$ cat src/rtl/core/sprite_chain_attribute_walker_top_defines.svh
// Assertion macros shared by the sprite chain attribute walker.
`ifndef SPRITE_CHAIN_ATTRIBUTE_WALKER_TOP_DEFINES_SVH
`define SPRITE_CHAIN_ATTRIBUTE_WALKER_TOP_DEFINES_SVH

// Same-cycle implication, sampled on clk and quiet while rst_n is low.
`define SCAW_ASSERT_NOW(label, ante, cons, msg) \
    label: assert property (@(posedge clk) disable iff (!rst_n) (ante) |-> (cons)) \
        else $error(msg);

// Next-cycle implication, sampled on clk and quiet while rst_n is low.
`define SCAW_ASSERT_NEXT(label, ante, cons, msg) \
    label: assert property (@(posedge clk) disable iff (!rst_n) (ante) |=> (cons)) \
        else $error(msg);

`endif

$ cat src/rtl/core/scaw_pkg.sv
package scaw_pkg;

    // Coordinate, zoom, rounding and flip-bit constants.
    localparam int unsigned COORD_W    = 10;
    localparam int unsigned POS_W      = 14;
    localparam int unsigned ACC_W      = 17;
    localparam logic [8:0]  ZOOM_UNITY = 9'h100;
    localparam logic [7:0]  BYTE_MAX   = 8'hff;
    localparam logic [3:0]  ROUND_UP   = 4'hf;
    localparam int unsigned FLIPX_BIT  = 14;
    localparam int unsigned FLIPY_BIT  = 15;

    // One sprite-list entry.
    typedef struct packed {
        logic [15:0] tile_word;
        logic [15:0] attribute_word;
        logic [15:0] xpos_word;
        logic [15:0] ypos_word;
        logic [15:0] zoom_word;
        logic [15:0] size_word;
    } item_t;

    // One draw command.
    typedef struct packed {
        logic [15:0]       tile_number;
        logic [9:0]        colour_offset;
        logic              mirror_x;
        logic              mirror_y;
        logic signed [13:0] screen_x;
        logic signed [13:0] screen_y;
        logic [4:0]        width_px;
        logic [4:0]        height_px;
        logic              use_zoom;
    } cmd_t;

    // Chain walk status seen by the top level.
    typedef struct packed {
        logic       active;
        logic [8:0] row_index;
        logic [7:0] row_last;
        logic [8:0] column_index;
        logic [7:0] column_last;
    } walk_status_t;

endpackage

$ cat src/rtl/core/scaw_walker.sv
module scaw_walker
(
    input  logic                   clk,
    input  logic                   rst_n,
    input  logic                   step,
    input  scaw_pkg::item_t        item,
    output scaw_pkg::cmd_t         cmd,
    output scaw_pkg::walk_status_t status
);
    import scaw_pkg::*;

    logic               active_reg, active_next;
    logic [9:0]         origin_x_reg, origin_x_next;
    logic [9:0]         origin_y_reg, origin_y_next;
    logic [7:0]         zoom_x_reg, zoom_x_next;
    logic [7:0]         zoom_y_reg, zoom_y_next;
    logic [8:0]         column_reg, column_next;
    logic [8:0]         row_reg, row_next;
    logic [7:0]         column_last_reg, column_last_next;
    logic [7:0]         row_last_reg, row_last_next;
    logic [ACC_W-1:0]   acc_x_reg, acc_x_next;
    logic [ACC_W-1:0]   acc_y_reg, acc_y_next;

    logic               start;
    logic               eff_active;
    logic [9:0]         eff_ox, eff_oy;
    logic [7:0]         eff_zx, eff_zy;
    logic [8:0]         eff_col, eff_row;
    logic [7:0]         eff_col_last, eff_row_last;
    logic [ACC_W-1:0]   eff_acc_x, eff_acc_y;
    logic [7:0]         zx_in, zy_in;
    logic [7:0]         k_x, k_y;
    logic [ACC_W-1:0]   sum_x0, sum_x1, sum_y0, sum_y1;
    logic [12:0]        off_x0, off_x1, off_y0, off_y1;
    logic [12:0]        size_x, size_y;
    logic [8:0]         span_x, span_y;
    logic [8:0]         row_inc, col_inc;
    logic               row_wrap, col_done;

    // A nonzero size word opens a chain only when none is running.
    assign zx_in      = item.zoom_word[15:8];
    assign zy_in      = item.zoom_word[7:0];
    assign start      = (item.size_word != 16'h0000) && !active_reg;
    assign eff_active = active_reg || start;

    // Chain parameters as seen by this entry: fresh from the entry on a start.
    assign eff_ox       = start ? item.xpos_word[COORD_W-1:0] : origin_x_reg;
    assign eff_oy       = start ? item.ypos_word[COORD_W-1:0] : origin_y_reg;
    assign eff_zx       = start ? zx_in : zoom_x_reg;
    assign eff_zy       = start ? zy_in : zoom_y_reg;
    assign eff_col      = start ? 9'd0 : column_reg;
    assign eff_row      = start ? 9'd0 : row_reg;
    assign eff_col_last = start ? item.size_word[15:8] : column_last_reg;
    assign eff_row_last = start ? item.size_word[7:0] : row_last_reg;
    assign eff_acc_x    = start ? '0 : acc_x_reg;
    assign eff_acc_y    = start ? '0 : acc_y_reg;

    // Cell offsets: the accumulators hold index times step, rounded up by sixteenths.
    assign k_x    = BYTE_MAX - eff_zx;
    assign k_y    = BYTE_MAX - eff_zy;
    assign sum_x0 = eff_acc_x + ACC_W'(ROUND_UP);
    assign sum_x1 = sum_x0 + ACC_W'(k_x);
    assign sum_y0 = eff_acc_y + ACC_W'(ROUND_UP);
    assign sum_y1 = sum_y0 + ACC_W'(k_y);
    assign off_x0 = sum_x0[ACC_W-1:4];
    assign off_x1 = sum_x1[ACC_W-1:4];
    assign off_y0 = sum_y0[ACC_W-1:4];
    assign off_y1 = sum_y1[ACC_W-1:4];
    assign size_x = off_x1 - off_x0;
    assign size_y = off_y1 - off_y0;

    // Single sprite size from the entry's own zoom.
    assign span_x = ZOOM_UNITY - {1'b0, zx_in};
    assign span_y = ZOOM_UNITY - {1'b0, zy_in};

    // Build the draw command.
    always_comb
    begin
        cmd.tile_number   = item.tile_word;
        cmd.colour_offset = {item.attribute_word[5:0], 4'b0000};
        cmd.mirror_x      = item.attribute_word[FLIPX_BIT];
        cmd.mirror_y      = item.attribute_word[FLIPY_BIT];
        if (eff_active)
        begin
            cmd.screen_x  = {{(POS_W-COORD_W){eff_ox[COORD_W-1]}}, eff_ox}
                            + POS_W'(off_x0);
            cmd.screen_y  = {{(POS_W-COORD_W){eff_oy[COORD_W-1]}}, eff_oy}
                            + POS_W'(off_y0);
            cmd.width_px  = size_x[4:0];
            cmd.height_px = size_y[4:0];
            cmd.use_zoom  = (eff_zx != 8'h00) || (eff_zy != 8'h00);
        end
        else
        begin
            cmd.screen_x  = {{(POS_W-COORD_W){item.xpos_word[COORD_W-1]}},
                             item.xpos_word[COORD_W-1:0]};
            cmd.screen_y  = {{(POS_W-COORD_W){item.ypos_word[COORD_W-1]}},
                             item.ypos_word[COORD_W-1:0]};
            cmd.width_px  = span_x[8:4];
            cmd.height_px = span_y[8:4];
            cmd.use_zoom  = (zx_in != 8'h00) || (zy_in != 8'h00);
        end
    end

    // Grid walk: rows inside each column, the chain ends past the last column.
    assign row_inc  = eff_row + 9'd1;
    assign row_wrap = row_inc > {1'b0, eff_row_last};
    assign col_inc  = eff_col + 9'd1;
    assign col_done = col_inc > {1'b0, eff_col_last};

    always_comb
    begin
        active_next      = active_reg;
        origin_x_next    = origin_x_reg;
        origin_y_next    = origin_y_reg;
        zoom_x_next      = zoom_x_reg;
        zoom_y_next      = zoom_y_reg;
        column_next      = column_reg;
        row_next         = row_reg;
        column_last_next = column_last_reg;
        row_last_next    = row_last_reg;
        acc_x_next       = acc_x_reg;
        acc_y_next       = acc_y_reg;
        if (step && eff_active)
        begin
            origin_x_next    = eff_ox;
            origin_y_next    = eff_oy;
            zoom_x_next      = eff_zx;
            zoom_y_next      = eff_zy;
            column_last_next = eff_col_last;
            row_last_next    = eff_row_last;
            if (row_wrap)
            begin
                row_next    = 9'd0;
                column_next = col_inc;
                acc_y_next  = '0;
                acc_x_next  = eff_acc_x + ACC_W'(k_x);
                active_next = !col_done;
            end
            else
            begin
                row_next    = row_inc;
                column_next = eff_col;
                acc_x_next  = eff_acc_x;
                acc_y_next  = eff_acc_y + ACC_W'(k_y);
                active_next = 1'b1;
            end
        end
    end

    // Chain state.
    always_ff @(posedge clk or negedge rst_n)
    begin
        if (!rst_n)
        begin
            active_reg      <= 1'b0;
            origin_x_reg    <= '0;
            origin_y_reg    <= '0;
            zoom_x_reg      <= '0;
            zoom_y_reg      <= '0;
            column_reg      <= '0;
            row_reg         <= '0;
            column_last_reg <= '0;
            row_last_reg    <= '0;
            acc_x_reg       <= '0;
            acc_y_reg       <= '0;
        end
        else
        begin
            active_reg      <= active_next;
            origin_x_reg    <= origin_x_next;
            origin_y_reg    <= origin_y_next;
            zoom_x_reg      <= zoom_x_next;
            zoom_y_reg      <= zoom_y_next;
            column_reg      <= column_next;
            row_reg         <= row_next;
            column_last_reg <= column_last_next;
            row_last_reg    <= row_last_next;
            acc_x_reg       <= acc_x_next;
            acc_y_reg       <= acc_y_next;
        end
    end

    assign status.active       = active_reg;
    assign status.row_index    = row_reg;
    assign status.row_last     = row_last_reg;
    assign status.column_index = column_reg;
    assign status.column_last  = column_last_reg;

endmodule

$ cat src/rtl/core/sprite_chain_attribute_walker_top.sv
// Accepted requests pass from the input stage to the result register (m_tvalid).
// Throughput: one request per cycle unless stalled; the input stage and the result
// register advance together, and the chain state is updated once per request in that
// step. A stalled result holds while the input stage still takes one more request.
// Reset (rst_n low, asynchronous) empties both stages and clears the chain state.
module sprite_chain_attribute_walker_top
(
    input  logic        clk,
    input  logic        rst_n,
    // tdata: tile_word, attribute_word, xpos_word, ypos_word, zoom_word, size_word
    input  logic [95:0] s_tdata,
    input  logic        s_tvalid,
    output logic        s_tready,
    // tdata: tile_number, colour_offset, mirror_x, mirror_y, screen_x, screen_y,
    //        width_px, height_px, use_zoom, zero fill
    output logic [71:0] m_tdata,
    output logic        m_tvalid,
    input  logic        m_tready
);
    import scaw_pkg::*;

    `include "sprite_chain_attribute_walker_top_defines.svh"

    logic         s0_valid_reg, s0_valid_next;
    item_t        s0_item_reg;
    logic         out_valid_reg, out_valid_next;
    cmd_t         out_cmd_reg;
    logic         s_accept;
    logic         advance;
    cmd_t         cmd;
    walk_status_t status;

    // Handshake: the input stage moves into the result register when that is free.
    assign advance  = s0_valid_reg && (!out_valid_reg || m_tready);
    assign s_tready = !s0_valid_reg || advance;
    assign s_accept = s_tvalid && s_tready;

    always_comb
    begin
        s0_valid_next = s0_valid_reg;
        if (s_accept)
        begin
            s0_valid_next = 1'b1;
        end
        else if (advance)
        begin
            s0_valid_next = 1'b0;
        end
        out_valid_next = out_valid_reg;
        if (advance)
        begin
            out_valid_next = 1'b1;
        end
        else if (m_tready)
        begin
            out_valid_next = 1'b0;
        end
    end

    // Stage occupancy.
    always_ff @(posedge clk or negedge rst_n)
    begin
        if (!rst_n)
        begin
            s0_valid_reg  <= 1'b0;
            out_valid_reg <= 1'b0;
        end
        else
        begin
            s0_valid_reg  <= s0_valid_next;
            out_valid_reg <= out_valid_next;
        end
    end

    // Payload registers.
    always_ff @(posedge clk)
    begin
        if (s_accept)
        begin
            s0_item_reg.tile_word      <= s_tdata[15:0];
            s0_item_reg.attribute_word <= s_tdata[31:16];
            s0_item_reg.xpos_word      <= s_tdata[47:32];
            s0_item_reg.ypos_word      <= s_tdata[63:48];
            s0_item_reg.zoom_word      <= s_tdata[79:64];
            s0_item_reg.size_word      <= s_tdata[95:80];
        end
        if (advance)
        begin
            out_cmd_reg <= cmd;
        end
    end

    // Command build and chain walk.
    scaw_walker u_walker
    (
        .clk    (clk),
        .rst_n  (rst_n),
        .step   (advance),
        .item   (s0_item_reg),
        .cmd    (cmd),
        .status (status)
    );

    assign m_tvalid = out_valid_reg;
    assign m_tdata  = {5'b00000,
                       out_cmd_reg.use_zoom,
                       out_cmd_reg.height_px,
                       out_cmd_reg.width_px,
                       out_cmd_reg.screen_y,
                       out_cmd_reg.screen_x,
                       out_cmd_reg.mirror_y,
                       out_cmd_reg.mirror_x,
                       out_cmd_reg.colour_offset,
                       out_cmd_reg.tile_number};

    // Checks on stage control and the chain walk.
    `SCAW_ASSERT_NOW(a_no_overrun, s0_valid_reg && out_valid_reg && !m_tready, !s_tready, "input stage overrun while result stalled")
    `SCAW_ASSERT_NEXT(a_advance_shows, advance, m_tvalid, "advanced request did not reach the result register")
    `SCAW_ASSERT_NOW(a_grid_bounds, status.active, (status.row_index <= {1'b0, status.row_last}) && (status.column_index <= {1'b0, status.column_last}), "chain walk outside its grid")

endmodule
$ cat config.mk
export PLATFORM = sky130hd
export DESIGN_NAME = sprite_chain_attribute_walker_top
export DESIGN_NICKNAME = d
export VERILOG_FILES = /design/src/rtl/core/scaw_pkg.sv /design/src/rtl/core/scaw_walker.sv /design/src/rtl/core/sprite_chain_attribute_walker_top.sv
export VERILOG_INCLUDE_DIRS = /design/src /design/src/rtl/core
export SDC_FILE = /design/constraint.sdc
export NUM_CORES = 1
export LEC_CHECK = 0
export ABC_AREA = 0
export BUFFER_PORTS_ARGS = -buffer_cell sky130_fd_sc_hd__buf_4
export CORE_UTILIZATION = 36
export DETAILED_ROUTE_END_ITERATION = 16
export PLACE_DENSITY = 0.54
export SYNTH_ARGS = -nofsm -noshare
export SYNTH_HDL_FRONTEND = slang
export SYNTH_SLANG_ARGS = --single-unit
$ cat constraint.sdc
create_clock -name clk -period 4.9 [get_ports clk]
set_input_delay 1.225 -clock clk [delete_from_list [all_inputs] [get_ports clk]]
set_output_delay 1.225 -clock clk [all_outputs]
set_load 0.05 [all_outputs]
==> metrics.csv, run 1 <==
metric;value;unit
status;completed;
initial_utilization;36.5;%
synth_edf_count;139;
yosysSeqAreaShare;50.1;%
setup_violations;0;
ys_warn_count;0;
drc_errors;0;
synth.distinct_cells;75;
clock-sinks;246;
synth-seq-cells;246;
synth_compound_area_share;10.7;%
synth_top_family_by_area;simple AND/OR/NAND/NOR gates;
worst_pin_slew;1.12;ns
core;37500;um^2
gr-total-overflow;0;
wire_per_inst;16.1;um
synthAdderAreaFrac;8.60;%
syn_inst;1368;
track_usage;17.2;%
finalInstanceArea;16400;um^2
routed_wirelength;33200;um
cts_resized;0;
antenna_found_initial;0;
postCtsSetupBuffers;0;
cts_hold_buf;0;
maxSlewHeadroom;25.6;%
insertedDiodeCount;0;
worstSkewPairLatency;0.57;ns
drive_gt1_share;16.8;%
critPathKind;reg -> reg;
p_total;11.6;mW
ant_nets;0;
area_growth;19.6;%
fmax;222;MHz
place_inst;2003;
first_pass_iters;5;
route.vias.total;10200;
cp-start-kind;register;
synth_area;13700;um^2
tns;0;ns
path_clk_slew;0.06;ns
largest_reg_flops;76;
postSynthAreaPerCell;10.0;um^2
num_rows;71;
final_util;43.7;%
die_w;197;um
finalHoldViolations;0;
grt_pass1_vias;9963;
cp_max_fo;25;
h-tree-depth;1;
die_height;197;um
synth_xor_area_share;5.76;%
final.setup_skew;0.0161;ns
min_period_over_period;91.8;%
grt_max_degree;73;
vias_per_cell;4.98;
p_per_area;707;nW/um^2
async_flop_share;43.5;%
layoutNonFillerInstCount;2057;
tritoncts;yes;
hpwl;22800;um
ys.flop_type;edfxtp_1;
hp-class;reg -> reg;
fin_nets;1711;
required;5.21;ns
fin_crit;4.50;ns
io_pins;174;
dpl_cell_area;15400;um^2
clockBufferDepth;3;
end_kind;register;
ir_drop;0.394;mV
root_buffer;clkbuf_16;
cap_violations;0;
gp_congestion;0.837;
finalMaxSlewViolations;0;
numCtsBuffers;29;
synthMuxAreaShare;2.53;%
die_area;38800;um^2
drt_iter0_markers;600;
p_leak;7.14;nW
grt_pass1_wl;53000;um
rsz0062_at_grt;false;
port_buffers;144;
synthSimpleGateAreaFrac;19.0;%
cp.arrival;4.81;ns
cells by family (layout without fill, tap and decap cells):
kind of cell    Yosys count  in the layout
mux                      34             34
buf+inv                 102            272
fa+ha+maj                91             91
flops                   246            246
other cells               1              9
simple gates            576            576
compound gates          228            228
xor+xnor                 90             90
cell type report:
| class | instances | area (um^2) |
|---|---|---|
| fillers | 3656 | 21100 |
| flip-flops and latches | 246 | 6850 |
| multi-input cells | 1028 | 6440 |
| repair buffers | 177 | 1350 |
| clock buffers | 34 | 754 |
| well taps | 511 | 639 |
| clock inverters | 20 | 179 |
| inverters | 41 | 154 |
through the flow:
step,setup WS [ns],hold WS [ns]
6_report,0.400,0.418
3_3_place_gp,0.229,0.400
5_1_grt,0.0456,0.426
2_1_floorplan,0.137,0.400
3_5_place_dp,0.251,0.405
4_1_cts,0.259,0.419
power by group:
| part | internal (mW) | switching, mW | total (mW) |
|---|---|---|---|
| Sequential | 2.94 | 0.342 | 3.28 |
| Clock | 1.25 | 0.892 | 2.15 |
| Combinational | 2.54 | 3.59 | 6.13 |
worst paths after layout:
check / from / endpoint / slack (ns) / depth (start not counted)
max: s0_item_reg[13] / m_tdata[54] / 0.40 / 15
min: s0_item_reg[69] / m_tdata[25] / 0.42 / 0
max reg2reg: s0_item_reg[13] / m_tdata[54] / 0.40 / 15
min reg2reg: s0_item_reg[69] / m_tdata[25] / 0.42 / 0
max in group asynchronous: rst_n / u_walker.acc_x_reg[10] / 3.19 / 2
min in group asynchronous: rst_n / m_tvalid / 0.79 / 1
placed cells by master (no fill, tap or decap), drive strengths merged, types with 12 or more instances in the layout:
cell type  count
nand2        316
xnor2         36
buf          177
a21o          13
nand3         43
nor2          99
nand2b        14
edfxtp       139
dfrtp        107
inv           42
mux2i         32
nor3          16
ha            82
xor2          54
and2          17
clkbuf        34
o31ai         12
a21oi         70
o21ai         63
clkinv        16
nand4         21
per-layer routing:
metal  global-route usage [%]  part of all wire [%]  vias to the layer above  wire (um)
met5                        0                     0                        -          0
met4                     5.25                   2.6                        0        861
met3                     3.08                   5.0                       55       1650
met2                     27.0                    45                      224      14800
met1                     24.1                    48                     4872      15900
li1                         -                     -                     5095          -
synth_stat cells (7+ instances only):
master / instances / area [um^2]
nand3_1: 41 / 205
ha_1: 82 / 1030
or3_1: 10 / 62.6
nand2_1: 315 / 1180
buf_1: 7 / 26.3
a21o_1: 13 / 97.6
nor3_1: 15 / 75.1
nor2_1: 96 / 360
buf_2: 8 / 40.0
o21a_1: 11 / 82.6
dfrtp_1: 107 / 2680
o21ai_0: 61 / 305
o211ai_1: 8 / 60.1
xnor2_1: 36 / 315
nor2b_1: 11 / 68.8
o31ai_1: 12 / 90.1
edfxtp_1: 139 / 4170
nand2b_1: 14 / 87.6
a211oi_1: 9 / 67.6
buf_4: 9 / 67.6
a21oi_1: 69 / 345
xor2_1: 54 / 473
inv_1: 41 / 154
a31oi_1: 7 / 43.8
mux2i_1: 31 / 310
o41ai_1: 10 / 87.6
clkbuf_1: 34 / 128
and2_1: 15 / 93.8
nand4_1: 21 / 131
critical path: stages, from the launching register on:
cell and delay, ns:
edfxtp_1 0.44, nor4_4 0.43, a41o_4 0.39, buf_4 0.32, and2_1 0.23, nand4_1 0.18
nor2_1 0.32, nand2_1 0.11, xor2_1 0.18, ha_1 0.20, or3_1 0.37, o21ai_0 0.31
o21ai_0 0.18, o41ai_1 0.33, xor2_1 0.16, o21ai_0 0.08
(Power assumes the default switching activity.)
==> run 2: changes to the inputs <==
GPL_TIMING_DRIVEN = 0   (was unset)
PLACE_DENSITY = 0.52   (was 0.54)
clock period = 4.98 ns   (was 4.9 ns; I/O delays follow)
==> run 2 against run 1 <==
Fmax is 4.7% lower. Worst hold slack better by 0.00064 ns. Combinational power is 3% higher. Critical path depth is 5 higher. Non-clock buffer count is 44 higher. Setup slack worse by 0.14 ns. Critical path type unchanged. Highest routed layer unchanged.
==> metrics.csv, run 2 (synthesis results as in run 1) <==
metric;value;unit
cap_violations;0;
grt_pass1_wl;59100;um
cp.arrival;5.01;ns
h-tree-depth;1;
area_growth;23.2;%
insertedDiodeCount;0;
routed_wirelength;38100;um
track_usage;19.8;%
crit_slowest_cell;edfxtp_1;
max_stage_delay;0.43;ns
r2r-start;s0_item_reg[0];
cp_max_fo;10;
ant_nets;0;
final_common_cell;nand2_1;
fin_nets;1756;
crit_top_cell;a21o_1;
grt_max_degree;66;
tritoncts;yes;
initial_utilization;36.5;%
timing.rr.end;m_tdata[60];
worstRegToRegCells;20;
clockBufferDepth;3;
min_period_over_period;94.9;%
finalMaxSlewViolations;0;
clock-sinks;246;
worst_pin_slew;0.920;ns
dpl_cell_area;15500;um^2
holdWs;0.418;ns
final.fill_count;3626;
crit_chain;nor4_4 > a41o_4 > clkbuf_8 > clkbuf_8 > nand2_1 > ha_2 > inv_1 > ha_1 > a21o_1 > a21o_1 > a21oi_1 > nor2b_1 > o21a_1 > o21a_1 > nor2_1 > ha_1 > a21o_1 > a21oi_1 > xor2_1 > o21ai_0;
p_leak;7.32;nW
final.setup_skew;0.0183;ns
die_w;197;um
status;completed;
hp-class;reg -> reg;
ir_drop;0.355;mV
cp-start-kind;register;
path_clk_slew;0.06;ns
num_rows;71;
place_inst;2034;
setup_violations;0;
critPathKind;reg -> reg;
r2r_setup_slack;0.26;ns
io_pins;174;
die_height;197;um
wire_per_inst;18.1;um
drt_iter0_markers;510;
first_pass_iters;5;
end_kind;register;
grt_pass1_vias;10200;
p_per_area;699;nW/um^2
drc_errors;0;
worstSkewPairLatency;0.57;ns
whs_endpoint;m_tdata[20];
maxSlewHeadroom;38.4;%
min_path_cells;0;
finalInstanceArea;16900;um^2
core;37500;um^2
layoutNonFillerInstCount;2102;
numCtsBuffers;30;
required;5.27;ns
tns;0;ns
fin_crit;4.72;ns
route.vias.total;10500;
final_cell_mix;nand2_1, buf_4, edfxtp_1, dfrtp_1, nor2_1;
root_buffer;clkbuf_16;
fmax;212;MHz
gp_congestion;0.871;
finalHoldViolations;0;
vias_per_cell;4.98;
hpwl;27800;um
largest_reg_flops;76;
hp-start;s0_item_reg[64];
port_buffers;144;
die_area;38800;um^2
antenna_found_initial;0;
drive_gt1_share;18.1;%
gr-total-overflow;0;
run 2: cell count changes in the layout (fill, tap and decap cells not counted), moves of 3 or more:
cell        previous run  this run
buf_6                  1         4
buf_1                  0         3
clkbuf_1               4        31
buf_4                175       171
o21ai_0               61        57
buf_2                  0         7
clkinvlp_4             0         4
buf_16                 0         3
o21ai_1                1         4
run 2: final cells by class:
class | instances | area (um^2) | share of cell area [%]
multi-input combinational | 1028 | 6580 | 39.0
inverter | 41 | 154 | 0.913
timing repair buffer | 162 | 1280 | 7.59
tap | 511 | 639 | 3.79
buffer | 59 | 328 | 1.95
clock inverter | 21 | 238 | 1.41
sequential | 246 | 6850 | 40.7
clock buffer | 34 | 787 | 4.67
run 2: routing by layer:
metal / up-vias / wire (um) / track usage [%]
met1: 4974 / 18100 / 28.3
met2: 227 / 17200 / 31.3
met3: 54 / 1870 / 2.99
met5: - / 0 / 0
met4: 0 / 846 / 4.59
li1: 5204 / - / -
run 2: worst max-delay path by stage:
stage / from / endpoint / slack, ns / depth (start not counted)
floorplan: m_tready / u_walker.acc_x_reg[11] / 0.20 / 9
global placement: m_tready / u_walker.zoom_x_reg[0] / -1.81 / 8
detailed placement: s0_item_reg[14] / m_tdata[54] / -1.72 / 21
CTS: s0_item_reg[11] / m_tdata[54] / 0.01 / 18
global route: s0_item_reg[10] / u_walker.column_reg[8] / -0.008 / 18
finish: s0_item_reg[0] / m_tdata[60] / 0.26 / 20
run 2: critical path: cells and delay by family (launching register included):
kind                       cells  cell delay, ns
AOI/OAI and AO/OA              9            1.80
xor gates and xnor gates       1            0.14
adders and majority gates      3            0.89
buffers and inverters          3            0.46
DFF                            1            0.43
and+or+nand+nor                4            0.71
run 2: repair_timing:
action,CTS,global route
setup endpoints to repair,90,45
resized for setup,37,13
setup buffers,9,6
gates cloned,0,0
hold buffers,0,0
pin swaps,8,8
run 2: through the flow:
stage / worst slack (ns) / total power [mW] / utilization, %
after floorplan: 0.197 / 7.78 / -
after global placement: -1.81 / 9.25 / 41.2
after detailed placement: -1.72 / 9.32 / 41.4
after CTS: 0.0133 / 11.8 / 44.7
after global routing: -0.00821 / 12.8 / 45.0
final: 0.255 / 11.8 / 45.0
run 2: power by group:
| group | switching (mW) | internal, mW | leakage, nW | total, mW |
|---|---|---|---|---|
| clock | 0.883 | 1.39 | 0.493 | 2.27 |
| sequential | 0.307 | 2.89 | 2.71 | 3.20 |
| combinational | 3.74 | 2.56 | 4.12 | 6.31 |
